<file path="src/hw/rtl/tcgw_pkg.sv">
// ---------------------------------------------------------------------------
// tcgw_pkg: shared types and constants for the text console grid writer
// Command codes, character codes, decoded operation record and the status
// groups passed between the front end, the queue and the back end.
// ---------------------------------------------------------------------------
package tcgw_pkg;

	// field widths fixed by the interface
	localparam int unsigned CMD_W   = 2;
	localparam int unsigned CHAR_W  = 8;
	localparam int unsigned RSEL_W  = 5;
	localparam int unsigned COL_W   = 8;  // column values, column count
	localparam int unsigned ROW_W   = 6;  // row values, row count (6-bit register)
	localparam int unsigned CFG_IDX_W = 1;
	localparam int unsigned CFG_DATA_W = 8;

	// command codes
	localparam logic [CMD_W-1:0] CMD_PUT    = 2'd0;
	localparam logic [CMD_W-1:0] CMD_CLEAR  = 2'd1;
	localparam logic [CMD_W-1:0] CMD_SETCUR = 2'd2;
	localparam logic [CMD_W-1:0] CMD_READ   = 2'd3;

	// register indexes
	localparam logic [CFG_IDX_W-1:0] REG_TEXT_COLUMNS = 1'b0;
	localparam logic [CFG_IDX_W-1:0] REG_TEXT_ROWS    = 1'b1;

	// character codes
	localparam logic [CHAR_W-1:0] CHAR_NUL      = 8'd0;
	localparam logic [CHAR_W-1:0] CHAR_SPACE    = 8'd32;
	localparam logic [CHAR_W-1:0] CHAR_LF       = 8'd10;
	localparam logic [CHAR_W-1:0] CHAR_CR       = 8'd13;
	localparam logic [CHAR_W-1:0] CHAR_LOWER_A  = 8'h61;
	localparam logic [CHAR_W-1:0] CHAR_LOWER_Z  = 8'h7A;
	localparam logic [CHAR_W-1:0] CASE_OFFSET   = 8'd32;

	// register reset values
	localparam logic [COL_W-1:0] TEXT_COLUMNS_RST = 8'd80;
	localparam logic [ROW_W-1:0] TEXT_ROWS_RST    = 6'd25;

	// decoded operation kinds
	typedef enum logic [2:0] {
		OP_NOP,
		OP_PUT,
		OP_LF,
		OP_CR,
		OP_CLEAR,
		OP_SETCUR,
		OP_READ
	} op_kind_t;

	// one decoded command with the grid size in force when it was taken
	typedef struct packed {
		op_kind_t          kind;
		logic [CHAR_W-1:0] ch;        // already upcased
		logic [ROW_W-1:0]  row;       // clamped for set cursor, raw for read
		logic [COL_W-1:0]  col;
		logic              in_range;  // read address inside the grid
		logic [ROW_W-1:0]  rows;      // effective row count, 1..
		logic [COL_W-1:0]  cols;      // effective column count, 1..
	} op_t;

	typedef struct packed {
		logic full;
		logic empty;
	} q_status_t;

	typedef struct packed {
		logic init_busy;  // power-on clearing pass running
		logic out_load;   // result register loaded this cycle
	} bk_status_t;

endpackage

</file>
<file path="src/hw/rtl/tcgw_front.sv">
// ---------------------------------------------------------------------------
// tcgw_front: command intake and decode
// Holds the size registers, accepts commands and turns each one into an
// operation record (case folding, clamping, range check) for the queue.
// ---------------------------------------------------------------------------
module tcgw_front #(
	parameter int unsigned MAX_COLS = 128,
	parameter int unsigned MAX_ROWS = 32
) (
	input  logic                           clk,
	input  logic                           arst_n,
	// configuration
	input  logic                           cfg_we,
	input  logic [tcgw_pkg::CFG_IDX_W-1:0]  cfg_index,
	input  logic [tcgw_pkg::CFG_DATA_W-1:0] cfg_data,
	// command channel
	input  logic                           in_valid,
	output logic                           in_stall,
	input  logic [tcgw_pkg::CMD_W-1:0]      cmd,
	input  logic [tcgw_pkg::CHAR_W-1:0]     char_code,
	input  logic [tcgw_pkg::RSEL_W-1:0]     row_sel,
	input  logic [tcgw_pkg::COL_W-1:0]      col_sel,
	// to queue
	input  tcgw_pkg::q_status_t             q_stat,
	input  tcgw_pkg::bk_status_t            bk_stat,
	output logic                           push,
	output tcgw_pkg::op_t                   op
);
	import tcgw_pkg::*;

	logic [COL_W-1:0] text_columns_q;
	logic [ROW_W-1:0] text_rows_q;
	logic [COL_W-1:0] cols_eff;
	logic [ROW_W-1:0] rows_eff;
	logic [ROW_W-1:0] rsel_ext;
	logic [CHAR_W-1:0] ch_up;

	// size registers
	always_ff @(posedge clk or negedge arst_n) begin
		if (!arst_n) begin
			text_columns_q <= TEXT_COLUMNS_RST;
			text_rows_q    <= TEXT_ROWS_RST;
		end else if (cfg_we) begin
			unique case (cfg_index)
				REG_TEXT_COLUMNS: text_columns_q <= cfg_data;
				REG_TEXT_ROWS:    text_rows_q    <= cfg_data[ROW_W-1:0];
				default: ;
			endcase
		end
	end

	// effective grid size: zero acts as one, oversize saturates
	always_comb begin
		if (text_columns_q == '0)
			cols_eff = COL_W'(1);
		else if (int'(text_columns_q) > MAX_COLS)
			cols_eff = COL_W'(MAX_COLS);
		else
			cols_eff = text_columns_q;
		if (text_rows_q == '0)
			rows_eff = ROW_W'(1);
		else if (int'(text_rows_q) > MAX_ROWS)
			rows_eff = ROW_W'(MAX_ROWS);
		else
			rows_eff = text_rows_q;
	end

	assign rsel_ext = ROW_W'(row_sel);
	assign ch_up = (char_code >= CHAR_LOWER_A && char_code <= CHAR_LOWER_Z) ?
		char_code - CASE_OFFSET : char_code;

	// handshake: hold off while the queue is full or the grid is initializing
	assign in_stall = q_stat.full | bk_stat.init_busy;
	assign push     = in_valid & ~in_stall;

	// decode
	always_comb begin
		op          = '0;
		op.kind     = OP_NOP;
		op.ch       = ch_up;
		op.rows     = rows_eff;
		op.cols     = cols_eff;
		op.row      = rsel_ext;
		op.col      = col_sel;
		op.in_range = (rsel_ext < rows_eff) && (col_sel < cols_eff);
		unique case (cmd)
			CMD_PUT: begin
				if (char_code == CHAR_NUL)
					op.kind = OP_NOP;
				else if (ch_up == CHAR_LF)
					op.kind = OP_LF;
				else if (ch_up == CHAR_CR)
					op.kind = OP_CR;
				else
					op.kind = OP_PUT;
			end
			CMD_CLEAR: op.kind = OP_CLEAR;
			CMD_SETCUR: begin
				op.kind = OP_SETCUR;
				op.row  = (rsel_ext >= rows_eff) ? rows_eff - ROW_W'(1) : rsel_ext;
				op.col  = (col_sel >= cols_eff) ? cols_eff - COL_W'(1) : col_sel;
			end
			CMD_READ: op.kind = OP_READ;
			default: op.kind = OP_NOP;
		endcase
	end

endmodule

</file>
<file path="config.mk">
export PLATFORM = sky130hd
export DESIGN_NAME = tcgw_front
export DESIGN_NICKNAME = d
export VERILOG_FILES = /design/src/hw/rtl/tcgw_pkg.sv /design/src/hw/rtl/tcgw_front.sv
export SDC_FILE = /design/constraint.sdc
export NUM_CORES = 1
export LEC_CHECK = 0
export BUFFER_PORTS_ARGS = -buffer_cell sky130_fd_sc_hd__clkbuf_2
export CAP_MARGIN = 20
export CORE_MARGIN = 10
export CORE_UTILIZATION = 42
export CTS_CLUSTER_DIAMETER = 60
export DETAILED_ROUTE_END_ITERATION = 16
export PLACE_DENSITY_LB_ADDON = 0.15
export SLEW_MARGIN = 20
export SYNTH_ARGS = -nofsm -noshare
export SYNTH_HDL_FRONTEND = slang
export SYNTH_SLANG_ARGS = --single-unit
</file>
<file path="constraint.sdc">
create_clock -name clk -period 2.25 [get_ports clk]
set_clock_uncertainty 0.05 [all_clocks]
set_input_delay 0.225 -clock clk [delete_from_list [all_inputs] [get_ports clk]]
set_output_delay 0.225 -clock clk [all_outputs]
set_load 0.01 [all_outputs]
</file>
==> results.json <==
{
  "run_status": "finished, violations left",
  "violations": "setup timing",
  "drt-total-wl_mm": 5.09,
  "synth_top_cell_by_area": "sky130_fd_sc_hd__dfrtp_1",
  "grt_max_degree": 15,
  "setup-violations-final": 14,
  "port_buffers": 78,
  "die-width_um": 81.8,
  "r2r_end": "text_columns_q[3]",
  "start_kind": "register",
  "ys_types": 48,
  "core_area_mm2": 0.00366,
  "dp_slack_ns": -0.285,
  "synth_top_cells_by_area": "sky130_fd_sc_hd__dfrtp_1 (14%), sky130_fd_sc_hd__ha_1 (13%), sky130_fd_sc_hd__dfstp_2 (8.2%), sky130_fd_sc_hd__mux2_1 (7.7%), sky130_fd_sc_hd__mux2_2 (7.0%)",
  "placementRows": 22,
  "final_antenna_net_count": 0,
  "worstPathRequired_ns": 1.98,
  "layout.nets": 364,
  "drive_above_1_share": 0.590,
  "clock_latency_ns": 0.24,
  "worst_path_max_delay_cell": "sky130_fd_sc_hd__dfrtp_1",
  "crit-reg2reg-launch": "text_columns_q[3]",
  "antenna_found_initial": 0,
  "cts-buffers-inserted": 3,
  "reg2reg_depth": 2,
  "multiInputGateArea_mm2": 0.00128,
  "cp_num_cells": 10,
  "finalWorstPathRequiredPeriod_ns": 2.73,
  "number_of_synthesized_flops_with_an_enable_pin": 0,
  "postSynth.topFlopCell": "sky130_fd_sc_hd__dfrtp_1",
  "detailedPlacementHpwl_mm": 4.13,
  "timing.critical_path.slowest_cell_delay_ns": 0.40,
  "numPlacedInstances": 334,
  "via_count_of_the_first_global_routing_pass": 1845,
  "drt_iter0_drc": 67,
  "grt_pass1_wl_mm": 7.91,
  "final-instance-count-excl-fill": 355,
  "crit_type": "reg -> out",
  "cp_num_buf_inv": 2,
  "synth.cell_area_mm2": 0.00160,
  "min-delay-path-class": "in -> reg",
  "antenna-diode-count": 0,
  "areaGrowthSynthToFinish_pct": 67.5,
  "synth_top_area_share": 0.141,
  "regArea_um2": 357,
  "die_area_mm2": 0.00668,
  "cts_buffer_depth": 2,
  "timing_hold_violations_final": 0,
  "initial_standard_cell_utilization_of_the_core": 0.437,
  "timing.critical_path.to": "op[20]",
  "grt_setup_unrepaired": "yes",
  "fmax_mhz": 366,
  "power.ir.vdd_worst_mv": 0.503,
  "timing_max_transition_violations_final": 0,
  "number_of_detailed_routing_iterations_run_before_antenna_repair": 4,
  "synth_fp_nets": 240,
  "io-pin-count": 82,
  "post-route-period-util": 1.21,
  "cts_tree": "done",
  "ys_seq_elements": 14,
  "fin_area_mm2": 0.00268,
  "critical_path.startpoint": "text_columns_q[0]",
  "global_route.usage.total": 0.141,
  "syn_area_per_cell_um2": 8.70,
  "hold_start": "cfg_data[7]",
  "die-height_um": 81.8,
  "critical_path_cell_sequence": "nor4_4 > a21oi_2 > nor2_2 > ha_1 > nand4_1 > o2111ai_2 > o211ai_4 > buf_12 > mux2_4 > clkbuf_2",
  "setup_ws_final_ns": -0.480,
  "crit_family": "simple AND/OR/NAND/NOR gates",
  "dpl-instance-area_mm2": 0.00229,
  "seq_area_frac_synth": 0.223,
  "h_tree_depth": 1,
  "power_leakage_uw": 0.00140,
  "cp-end-kind": "output port",
  "post_synth_inst_count": 184,
  "fin_util": 0.733,
  "avgViaCountPerCell": 4.99,
  "clock-root-buffer": "sky130_fd_sc_hd__clkbuf_8",
  "worst-endpoint-arrival_ns": 2.46,
  "setup.reg_to_reg.worst_slack_ns": 1.23,
  "cp_max_fo": 8,
  "gr-total-overflow": 0,
  "remaining_drc_errors": 0,
  "async_reset_ff_frac": 1.00,
  "cts.sink_count": 14,
  "fill_cells": 317,
  "routed-via-count": 1771,
  "drv.max_cap_violation_count": 0,
  "clk_pin_slew_worst_paths_ns": 0.05,
  "final_weighted_congestion_of_routability_driven_global_placement": 0.827,
  "p_per_area_mw_per_mm2": 544,
  "holdWs_ns": 0.141,
  "routed_wire_length_per_instance_um": 14.3,
  "yosysWarningCount": 0
}
[cell type report]
type / count / area share
multi-input cells: 136 / 0.477
well taps: 48 / 0.0224
clock buffers: 4 / 0.0168
inverters: 24 / 0.0336
flip-flops and latches: 14 / 0.133
repair buffers: 129 / 0.317
[worst min path at each step]
stage	to	cells past startpoint
2_1_floorplan	text_columns_q[0]	0
3_3_place_gp	text_columns_q[7]	1
3_5_place_dp	text_columns_q[1]	1
4_1_cts	text_columns_q[7]	3
5_1_grt	text_columns_q[6]	2
6_report	text_columns_q[7]	3
[per-stage QoR]
step	setup TNS (ns)	total power [uW]
floorplan	-1.55	742
global placement	-1.51	1060
detailed placement	-2.18	1080
CTS	-5.28	1380
global route	-7.26	1570
finish	-5.47	1460
[worst min-delay path, delay by kind of cell]
kind | cells | cell delay [ns]
buffers and inverters | 1 | 0.07
AO/OA/AOI/OAI | 1 | 0.06
AND/OR/NAND/NOR | 1 | 0.04
[synth_stat cells, types with 2 or more instances]
master,count
sky130_fd_sc_hd__a21oi_1,7
sky130_fd_sc_hd__buf_4,6
sky130_fd_sc_hd__clkbuf_1,4
sky130_fd_sc_hd__dfrtp_1,9
sky130_fd_sc_hd__dfstp_2,5
sky130_fd_sc_hd__ha_1,16
sky130_fd_sc_hd__inv_1,23
sky130_fd_sc_hd__mux2_1,11
sky130_fd_sc_hd__mux2_2,10
sky130_fd_sc_hd__mux2i_1,4
sky130_fd_sc_hd__nand2_1,9
sky130_fd_sc_hd__nand2b_1,11
sky130_fd_sc_hd__nand3_1,6
sky130_fd_sc_hd__nand4_1,2
sky130_fd_sc_hd__nand4b_1,2
sky130_fd_sc_hd__nor2_1,6
sky130_fd_sc_hd__nor2b_1,3
sky130_fd_sc_hd__nor3b_1,2
sky130_fd_sc_hd__nor4_1,4
sky130_fd_sc_hd__o211ai_1,2
sky130_fd_sc_hd__o21ai_1,6
sky130_fd_sc_hd__o21bai_1,2
sky130_fd_sc_hd__o31a_1,2
sky130_fd_sc_hd__o31ai_1,2
sky130_fd_sc_hd__or3_1,3
sky130_fd_sc_hd__xnor2_1,5
[sequential cells by signal, summed over array words and instances, names as in the netlist]
| signal | flops |
|---|---|
| text_columns_q | 8 |
| text_rows_q | 6 |
[cells by family (layout without fill, tap and decap cells)]
group | after synthesis | count (layout) | share of synthesized area
adder cells (fa/ha/maj) | 16 | 16 | 0.125
multiplexers | 25 | 25 | 0.173
flip-flops | 14 | 14 | 0.223
XOR/XNOR | 5 | 5 | 0.0273
other | 1 | 1 | 0.00234
buffers and inverters | 34 | 157 | 0.0937
AND/OR/NAND/NOR | 55 | 55 | 0.196
AO/OA/AOI/OAI | 34 | 34 | 0.160
[where the power goes]
group	total (uW)	switching (uW)	internal (uW)
combinational	917	417	500
sequential	338	38.3	300
clock	206	80.8	125
total	1460	536	924
[routing by layer]
layer / share of wire / up-vias / track usage / routed length [um]
met3: 0.066 / 6 / 0.0240 / 338
met2: 0.54 / 43 / 0.271 / 2760
met4: 0.012 / 0 / 0.0391 / 62
li1: - / 894 / - / -
met1: 0.38 / 828 / 0.152 / 1930
met5: 0 / - / 0 / 0
[what timing repair did]
action                                  4_1_cts  5_1_grt
hold endpoints to repair                      9        0
pin swaps                                    10        6
buffers inserted                             12        4
gates resized for setup                      17       33
hold buffers                                  1        0
endpoints found under the setup margin       14       14
[placed cells by master (no fill, tap or decap), types with 4 or more instances in the layout]
cell type / Yosys / final
sky130_fd_sc_hd__clkbuf_2: 0 / 66
sky130_fd_sc_hd__buf_4: 6 / 44
sky130_fd_sc_hd__inv_1: 23 / 23
sky130_fd_sc_hd__ha_1: 16 / 12
sky130_fd_sc_hd__buf_6: 0 / 12
sky130_fd_sc_hd__nand2b_1: 11 / 10
sky130_fd_sc_hd__mux2_2: 10 / 9
sky130_fd_sc_hd__dfrtp_1: 9 / 9
sky130_fd_sc_hd__mux2_4: 0 / 8
sky130_fd_sc_hd__nand3_1: 6 / 6
sky130_fd_sc_hd__nand2_1: 9 / 5
sky130_fd_sc_hd__o21ai_1: 6 / 5
sky130_fd_sc_hd__nor2_1: 6 / 5
sky130_fd_sc_hd__xnor2_1: 5 / 5
sky130_fd_sc_hd__buf_2: 0 / 5
sky130_fd_sc_hd__dfstp_2: 5 / 5
sky130_fd_sc_hd__a21oi_1: 7 / 4
sky130_fd_sc_hd__mux2i_1: 4 / 4
sky130_fd_sc_hd__mux2_1: 11 / 4
sky130_fd_sc_hd__ha_4: 0 / 4
Power figures use the tool's default switching activity.
