## src/hw/rtl/tcgw_pkg.sv

```systemverilog
// ---------------------------------------------------------------------------
// tcgw_pkg: shared types and constants for the text console grid writer
// Command codes, character codes, decoded operation record and the status
// groups passed between the front end, the queue and the back end.
// ---------------------------------------------------------------------------
package tcgw_pkg;

	// field widths fixed by the interface
	localparam int unsigned CMD_W   = 2;
	localparam int unsigned CHAR_W  = 8;
	localparam int unsigned RSEL_W  = 5;
	localparam int unsigned COL_W   = 8;  // column values, column count
	localparam int unsigned ROW_W   = 6;  // row values, row count (6-bit register)
	localparam int unsigned CFG_IDX_W = 1;
	localparam int unsigned CFG_DATA_W = 8;

	// command codes
	localparam logic [CMD_W-1:0] CMD_PUT    = 2'd0;
	localparam logic [CMD_W-1:0] CMD_CLEAR  = 2'd1;
	localparam logic [CMD_W-1:0] CMD_SETCUR = 2'd2;
	localparam logic [CMD_W-1:0] CMD_READ   = 2'd3;

	// register indexes
	localparam logic [CFG_IDX_W-1:0] REG_TEXT_COLUMNS = 1'b0;
	localparam logic [CFG_IDX_W-1:0] REG_TEXT_ROWS    = 1'b1;

	// character codes
	localparam logic [CHAR_W-1:0] CHAR_NUL      = 8'd0;
	localparam logic [CHAR_W-1:0] CHAR_SPACE    = 8'd32;
	localparam logic [CHAR_W-1:0] CHAR_LF       = 8'd10;
	localparam logic [CHAR_W-1:0] CHAR_CR       = 8'd13;
	localparam logic [CHAR_W-1:0] CHAR_LOWER_A  = 8'h61;
	localparam logic [CHAR_W-1:0] CHAR_LOWER_Z  = 8'h7A;
	localparam logic [CHAR_W-1:0] CASE_OFFSET   = 8'd32;

	// register reset values
	localparam logic [COL_W-1:0] TEXT_COLUMNS_RST = 8'd80;
	localparam logic [ROW_W-1:0] TEXT_ROWS_RST    = 6'd25;

	// decoded operation kinds
	typedef enum logic [2:0] {
		OP_NOP,
		OP_PUT,
		OP_LF,
		OP_CR,
		OP_CLEAR,
		OP_SETCUR,
		OP_READ
	} op_kind_t;

	// one decoded command with the grid size in force when it was taken
	typedef struct packed {
		op_kind_t          kind;
		logic [CHAR_W-1:0] ch;        // already upcased
		logic [ROW_W-1:0]  row;       // clamped for set cursor, raw for read
		logic [COL_W-1:0]  col;
		logic              in_range;  // read address inside the grid
		logic [ROW_W-1:0]  rows;      // effective row count, 1..
		logic [COL_W-1:0]  cols;      // effective column count, 1..
	} op_t;

	typedef struct packed {
		logic full;
		logic empty;
	} q_status_t;

	typedef struct packed {
		logic init_busy;  // power-on clearing pass running
		logic out_load;   // result register loaded this cycle
	} bk_status_t;

endpackage

```

## src/hw/rtl/tcgw_queue.sv

```systemverilog
// ---------------------------------------------------------------------------
// tcgw_queue: two-entry operation queue
// Decouples the intake from the grid engine so either side can stall.
// ---------------------------------------------------------------------------
module tcgw_queue (
	input  logic                clk,
	input  logic                arst_n,
	input  logic                push,
	input  tcgw_pkg::op_t        push_op,
	input  logic                pop,
	output tcgw_pkg::op_t        head,
	output tcgw_pkg::q_status_t  q_stat
);
	import tcgw_pkg::*;

	op_t        slot_q [2];
	logic       wr_ptr_q;
	logic       rd_ptr_q;
	logic [1:0] count_q;

	// pointers and fill count
	always_ff @(posedge clk or negedge arst_n) begin
		if (!arst_n) begin
			wr_ptr_q <= 1'b0;
			rd_ptr_q <= 1'b0;
			count_q  <= 2'd0;
		end else begin
			if (push)
				wr_ptr_q <= ~wr_ptr_q;
			if (pop)
				rd_ptr_q <= ~rd_ptr_q;
			case ({push, pop})
				2'b10:   count_q <= count_q + 2'd1;
				2'b01:   count_q <= count_q - 2'd1;
				default: count_q <= count_q;
			endcase
		end
	end

	// storage
	always_ff @(posedge clk) begin
		if (push)
			slot_q[wr_ptr_q] <= push_op;
	end

	assign head         = slot_q[rd_ptr_q];
	assign q_stat.full  = count_q[1];
	assign q_stat.empty = (count_q == 2'd0);

endmodule

```

## config.mk

```make
export PLATFORM = sky130hd
export DESIGN_NAME = tcgw_queue
export DESIGN_NICKNAME = d
export VERILOG_FILES = /design/src/hw/rtl/tcgw_pkg.sv /design/src/hw/rtl/tcgw_queue.sv
export SDC_FILE = /design/constraint.sdc
export NUM_CORES = 1
export LEC_CHECK = 0
export ABC_AREA = 1
export BUFFER_PORTS_ARGS = -buffer_cell sky130_fd_sc_hd__buf_2
export CORE_UTILIZATION = 59
export CTS_BUF_LIST = sky130_fd_sc_hd__clkbuf_8
export DETAILED_ROUTE_END_ITERATION = 6
export PLACE_DENSITY = 0.95
export SLEW_MARGIN = 20
export SYNTH_ARGS = -nofsm -noshare
export SYNTH_HDL_FRONTEND = slang
export SYNTH_SLANG_ARGS = --single-unit
```

## constraint.sdc

```tcl
create_clock -name clk -period 7 [get_ports clk]
set_input_delay 1.4 -clock clk [delete_from_list [all_inputs] [get_ports clk]]
set_output_delay 1.4 -clock clk [all_outputs]
set_load 0.01 [all_outputs]
```

==> impl_results.md, run 1 <==
* Area Overhead vs Synth at 18.2%
* Final setup TNS at 0 ns
* Final setup fails at 0
* First-pass GRT wire length at 7870 um
* Crit-path max cell delay at 1.09 ns
* # H-tree levels at 3
* Max Transition Viols Final at 0
* CP endpoint kind: output port
* Nets at 366
* Routed wl met3 at 235 um
* Fin cells at 398
* DPL Wire Length at 3380 um
* CP max stage cell: dfrtp_4
* Chip height at 77.5 um
* Port-buffer cells at 85
* Die width at 77.5 um
* Peak supply drop at 0.335 mV
* Post_cts resized at 0
* Later-pin clock latency in the skew report at 0.33 ns
* Fin. Hold Viols at 0
* Worst setup SP type: flip-flop
* Post-layout min period at 3.28 ns
* Post-CTS Setup Repair Bufs at 0
* Slew HR at 0.333
* Synthesized area at 0.00336 mm^2
* Worst EP arrival at 1.88 ns
* WL met1 at 1940 um
* Vias at 1943
* Antenna violations before repair at 0
* Row count at 27
* Core Area at 0.00551 mm^2
* GRT Total Usage at 0.180
* Crit-path max FO at 81
* Worst EP required at 5.60 ns
* Cells along the critical path: nand2_1 > o21ai_2 > buf_2
* Grt ovf at 0
* DR vias/cell at 4.88
* Io pins at 86
* Antenna fix cells at 0
* Syn nets at 278
* YS warnings at 0
* Met2 wire length at 2620 um
* Leak Pwr at 0.00172 uW
* Routed len/inst at 12.2 um
* CP top delay family: flip-flops
* CTS clk-pin slew, worst paths at 0.07 ns
* Detailed Route Iter0 Violations at 46
* Num CTS Buffers at 9
* Die footprint at 0.00600 mm^2
* Hold bufs inserted after CTS at 0
* Status: finished clean
* Largest net degree at the start of global routing at 82
* Worst path bufs/invs at 1
* Worst-Margin Slew at 1.00 ns
* Number of global-route vias before repair at 1862
* CTS tree: done
* Total wire length at 4860 um
* Share of cells above drive strength 1 at 0.439
* Fmax at 305 MHz
* RSZ-0062 raised after global routing: false
* DR top layer: met4
* Seq/Total Area, Yosys at 0.745
* Initial DRT Pass Iterations at 4
* Synth Register Bits at 84
* Pwr dens at 377 mW/mm^2
* Clock Skew at 0.00488 ns
* DRC at 0
* Gpl congestion at 0.701
* Initial Utilization at 0.610
* Syn_area_per_cell at 14.4 um^2
* Post-synthesis cell type count at 13
* Cells after Synth at 233
* Max clock buf depth at 2
* Post-DRT Antenna Nets at 0
* CTS Root Cell: clkbuf_8
* Max Cap Violations at 0
* Worst hold-check path type: flip-flop to flip-flop
* Fin crit share at 0.469
* Clk sinks at 84
* Placed cell count at 381
* Worst Path Class, Setup: flip-flop to output port
worst paths after layout:
check | slack [ns] | from | cells after the start | endpoint
worst min register to register | 0.53 | count_q[0]$_DFFE_PN0P_ | 1 | count_q[0]$_DFFE_PN0P_
worst max-delay path | 3.72 | rd_ptr_q$_DFFE_PN0P_ | 3 | head[22]
max in group asynchronous | 6.00 | arst_n | 1 | rd_ptr_q$_DFFE_PN0P_
min in group asynchronous | 0.86 | arst_n | 1 | count_q[1]$_DFFE_PN0P_
worst min-delay path | 0.53 | count_q[0]$_DFFE_PN0P_ | 1 | count_q[0]$_DFFE_PN0P_
worst max register to register | 5.17 | wr_ptr_q$_DFFE_PN0P_ | 3 | slot_q[1][17]$_DFFE_PP_
kinds of logic after synthesis:
logic type | after synthesis | share of synthesized area
DFF | 84 | 0.745
buffers and inverters | 56 | 0.0838
and+or+nand+nor | 49 | 0.0558
AOI/OAI and AO/OA | 40 | 0.104
xor gates and xnor gates | 3 | 0.00782
adders and majority gates | 1 | 0.00372
registers in the layout, summed over array words and instances, names as in the netlist:
signal and cells:
wr_ptr_q 1, rd_ptr_q 1, count_q 2, slot_q 80
placed cells by master (no fill, tap or decap), drive strengths merged:
master,instances
buf,87
edfxtp,80
inv,46
nand2,45
o21ai,40
clkbuf,9
clkinv,6
dfrtp,4
xor2,2
nor2,2
xnor2,1
nand3,1
nand4,1
ha,1
clkinvlp,1
through the flow:
step,instance area (um^2),util,setup slack [ns],hold slack (ns),power (uW)
final,3970,0.721,3.72,0.526,1500
after global routing,3970,0.721,3.56,0.563,1590
after CTS,3950,0.716,3.67,0.527,1510
after detailed placement,3790,0.688,4.05,0.515,1240
after global placement,3790,0.688,4.08,0.496,1220
after floorplan,3360,-,3.42,0.463,1110
power breakdown:
part	switching, uW	total [uW]	leakage [uW]	internal [uW]
clock network	150	274	0.0000874	124
logic	246	440	0.000836	194
registers	115	784	0.000797	669
total	511	1500	0.00172	986
cell usage after synthesis:
| cell type | instances | area (um^2) |
|---|---|---|
| nand2_1 | 45 | 169 |
| xor2_1 | 2 | 17.5 |
| inv_1 | 46 | 173 |
| edfxtp_1 | 80 | 2400 |
| nand3_1 | 1 | 5.00 |
| buf_6 | 9 | 101 |
| o21ai_2 | 40 | 350 |
| nor2_1 | 2 | 7.51 |
| xnor2_1 | 1 | 8.76 |
| nand4_1 | 1 | 6.26 |
| buf_4 | 1 | 7.51 |
| ha_1 | 1 | 12.5 |
| dfrtp_1 | 4 | 100 |
layer usage:
layer	global-route usage	up-vias
met4	0.100	0
met5	0	-
li1	-	965
met1	0.184	918
met3	0.0518	6
met2	0.326	54
layout make-up:
cell class	instances	area (um^2)
clock buffers	9	124
clock inverters	7	35.0
fillers	386	1530
inverters	46	173
multi-input cells	93	584
flip-flops and latches	84	2510
well taps	72	90.1
repair buffers	87	460
No activity file was read; power rests on OpenSTA's default activity.
==> inputs of run 2 (changes only) <==
--- a/config.mk
+++ b/config.mk
@@ -5,12 +5,12 @@
 export SDC_FILE = /design/constraint.sdc
 export NUM_CORES = 1
 export LEC_CHECK = 0
-export ABC_AREA = 1
+export ABC_AREA = 0
 export BUFFER_PORTS_ARGS = -buffer_cell sky130_fd_sc_hd__buf_2
-export CORE_UTILIZATION = 59
+export CORE_UTILIZATION = 49
 export CTS_BUF_LIST = sky130_fd_sc_hd__clkbuf_8
 export DETAILED_ROUTE_END_ITERATION = 6
-export PLACE_DENSITY = 0.95
+export PLACE_DENSITY = 0.85
 export SLEW_MARGIN = 20
 export SYNTH_ARGS = -nofsm -noshare
 export SYNTH_HDL_FRONTEND = slang
==> constraint.sdc (replaced) <==
create_clock -name clk -period 2.9 [get_ports clk]
set_input_delay 0.58 -clock clk [delete_from_list [all_inputs] [get_ports clk]]
set_output_delay 0.58 -clock clk [all_outputs]
set_load 0.01 [all_outputs]
==> run 2 against run 1 <==
Hold slack got worse by 0.48 ns; area after synthesis is 2.5% lower; setup slack lost 3.0 ns.
==> impl_results.md, run 2 <==
* Count leader, synth: edfxtp_1 (unchanged)
* Nets at 282 (was 366)
* Switching share of power at 0.285 (was 0.341)
* Area Overhead vs Synth at 19.4% (was 18.2%)
* RSZ-0062 raised after global routing: false (unchanged)
* Status: finished clean (unchanged)
* Chip height at 83.8 um (was 77.5 um)
* Crit-path max FO at 18 (was 81)
* Core Area at 0.00639 mm^2 (was 0.00551 mm^2)
* DPL Wire Length at 3590 um (was 3380 um)
* Synth area leaders: edfxtp_1, mux2_4, dfrtp_1 (was edfxtp_1, o21ai_2, inv_1)
* DR vias/cell at 4.78 (was 4.88)
* Seq/Total Area, Yosys at 0.764 (was 0.745)
* Initial DRT Pass Iterations at 4 (unchanged)
* Largest registers: slot_q (80), count_q (2) (unchanged)
* Post-synth EDFFs at 80 (unchanged)
* Post-layout min period at 2.20 ns
* Worst Path Class, Setup: flip-flop to output port (unchanged)
* Yosys top cell area share at 0.733 (was 0.715)
* Worst-Margin Slew at 0.330 ns (was 1.00 ns)
* Total wire length at 5120 um (was 4860 um)
* Clock Skew at 0.00422 ns (was 0.00488 ns)
* Final setup fails at 0 (unchanged)
* Grt ovf at 0 (unchanged)
* Peak supply drop at 0.508 mV (was 0.335 mV)
* Syn_area_per_cell at 23.2 um^2 (was 14.4 um^2)
* Antenna violations before repair at 0 (unchanged)
* Die footprint at 0.00702 mm^2 (was 0.00600 mm^2)
* Number of global-route vias before repair at 1584 (was 1862)
* Leak Pwr at 0.00161 uW (was 0.00172 uW)
* Placed cell area at 0.00377 mm^2 (was 0.00379 mm^2)
* Final WS setup at 0.696 ns (was 3.72 ns)
* Io pins at 86 (unchanged)
* Antenna fix cells at 0 (unchanged)
* Share of cells above drive strength 1 at 0.608 (was 0.439)
* Syn nets at 186 (was 278)
* # H-tree levels at 3 (unchanged)
* Hold bufs inserted after CTS at 0 (unchanged)
* Fmax at 454 MHz
* Max Transition Viols Final at 0 (unchanged)
* Later-pin clock latency in the skew report at 0.33 ns (about the same)
* Primary FF master, synth: edfxtp_1 (unchanged)
* Clk sinks at 84 (unchanged)
* Reg2reg end: slot_q[1][13]$_DFFE_PP_ (was slot_q[1][17]$_DFFE_PP_)
* CTS tree: done (unchanged)
* Slew HR at 0.780 (was 0.333)
* R2r worst-path depth at 2 (was 3)
* Placed cell count at 303 (was 381)
* Row count at 29 (was 27)
* Worst EP arrival at 1.62 ns (was 1.88 ns)
* CTS clk-pin slew, worst paths at 0.07 ns (about the same)
* First-pass GRT wire length at 7960 um (was 7870 um)
* Sw power at 1020 uW (was 511 uW)
* Routed len/inst at 16.1 um (was 12.2 um)
* Worst EP required at 2.32 ns (was 5.60 ns)
* Synthesized area at 0.00328 mm^2 (was 0.00336 mm^2)
* Pre-CTS setup slack at 1.04 ns (was 4.05 ns)
* Post_cts resized at 0 (unchanged)
* Crit path capture: head[37] (was head[22])
* Cells after Synth at 141 (was 233)
* Fillers at 460 (was 386)
* Worst hold-check path type: primary input to asynchronous set/reset pin (was flip-flop to flip-flop)
* Commonest non-fill, non-tap cell in the layout: buf_2 (unchanged)
* CP endpoint kind: output port (unchanged)
* Post-layout instance area at 0.00391 mm^2 (was 0.00397 mm^2)
* Worst setup SP type: flip-flop (unchanged)
* CP startpoint: rd_ptr_q$_DFFE_PN0P_ (unchanged)
* Area occupied by multi-input gates at 679 um^2 (was 584 um^2)
* Synth Register Bits at 84 (unchanged)
* Min Hold Slack at 0.0439 ns (was 0.526 ns)
* R2R setup slack at 1.45 ns (was 5.17 ns)
* DRC at 0 (unchanged)
* Max clock buf depth at 2 (unchanged)
* YS warnings at 0 (unchanged)
* Power share of the sequential group at 0.476 (was 0.523)
* Commonest cells in the netlist: edfxtp_1, mux2_4, buf_12, dfrtp_1 (was edfxtp_1, inv_1, nand2_1)
* Largest net degree at the start of global routing at 41 (was 82)
* Pwr dens at 915 mW/mm^2 (was 377 mW/mm^2)
* Most frequent cells in the layout: buf_2, edfxtp_1, mux2_4 (was buf_2, edfxtp_1, inv_1)
* Vias at 1514 (was 1943)
* Internal Power at 2560 uW (was 986 uW)
* Post-DRT Antenna Nets at 0 (unchanged)
* Max Cap Violations at 0 (unchanged)
* Post-synthesis cell type count at 13 (unchanged)
* Fin. Hold Viols at 0 (unchanged)
* Synth area leader: edfxtp_1 (unchanged)
* Die width at 83.8 um (was 77.5 um)
* Sequential cell area at 0.00250 mm^2 (was 0.00251 mm^2)
* Fin cells at 317 (was 398)
* Final setup TNS at 0 ns (unchanged)
* Clock share of power at 0.181 (was 0.183)
* Port-buffer cells at 85 (unchanged)
* GRT Total Usage at 0.156 (was 0.180)
* Post-CTS Setup Repair Bufs at 0 (unchanged)
* Combinational share of power at 0.343 (was 0.294)
* Num CTS Buffers at 9 (unchanged)
* Max reg flops at 80 (unchanged)
* FF-to-FF Start: wr_ptr_q$_DFFE_PN0P_ (unchanged)
* Fin crit share at 0.760
* Initial Utilization at 0.513 (was 0.610)
* CTS Root Cell: clkbuf_8 (unchanged)
* Largest Register: slot_q (unchanged)
* Ys async rst share at 0.0476 (unchanged)
* Gpl congestion at 0.694 (was 0.701)
* Detailed Route Iter0 Violations at 90 (was 46)
run 2: cell count changes after synthesis, sizes merged:
| cell | delta |
|---|---|
| inv | -45 |
| nand2 | -45 |
| mux2 | +40 |
| o21ai | -40 |
| buf | -4 |
| and2 | +1 |
| nand3 | -1 |
| nand4 | -1 |
| nor2 | +1 |
| xnor2 | +1 |
| xor2 | +1 |
run 2: worst min-delay path by stage:
stage,startpoint,end,cells after the start
final,arst_n,rd_ptr_q$_DFFE_PN0P_,1
after detailed placement,arst_n,count_q[0]$_DFFE_PN0P_,1
after CTS,arst_n,rd_ptr_q$_DFFE_PN0P_,1
after global placement,arst_n,count_q[1]$_DFFE_PN0P_,1
after floorplan,arst_n,count_q[0]$_DFFE_PN0P_,0
after global routing,arst_n,rd_ptr_q$_DFFE_PN0P_,1
run 2: power by group through the flow:
stage          Sequential [uW]  Clock, uW  Combinational (uW)
2_1_floorplan             1700          0                 980
4_1_cts                   1710        671                1250
5_1_grt                   1720        719                1320
3_3_place_gp              1710          0                1240
6_report                  1700        648                1230
3_5_place_dp              1730          0                1250
run 2: worst max-delay path: stages (launching register included):
cell	delay (ns)
dfrtp_2	0.43
buf_4	0.34
mux2_2	0.37
buf_2	0.14
run 2: logic make-up after synthesis:
kind of cell / count (synthesis) / share of synthesized area
xor+xnor: 5 / 0.0134
fa+ha+maj: 1 / 0.00382
simple gates: 4 / 0.00535
buf+inv: 7 / 0.0313
flops: 84 / 0.764
mux: 40 / 0.182
run 2: cell type report:
| cell class | instances | area share |
|---|---|---|
| timing repair buffer | 91 | 0.123 |
| multi-input combinational | 50 | 0.174 |
| sequential | 84 | 0.640 |
| tap | 77 | 0.0246 |
| clock inverter | 5 | 0.00576 |
| inverter | 1 | 0.000959 |
| clock buffer | 9 | 0.0317 |
run 2: through the flow:
| step | util | total power [uW] |
|---|---|---|
| floorplan | - | 2680 |
| global placement | 0.590 | 2960 |
| detailed placement | 0.590 | 2980 |
| CTS | 0.613 | 3630 |
| global route | 0.613 | 3760 |
| finish | 0.613 | 3580 |
run 2: per-layer routing:
metal | global-route usage | wire length (um) | up-vias
li1 | - | - | 730
met3 | 0.0366 | 212 | 6
met4 | 0.0832 | 83 | 0
met5 | 0 | 0 | -
met2 | 0.259 | 2660 | 45
met1 | 0.191 | 2160 | 733
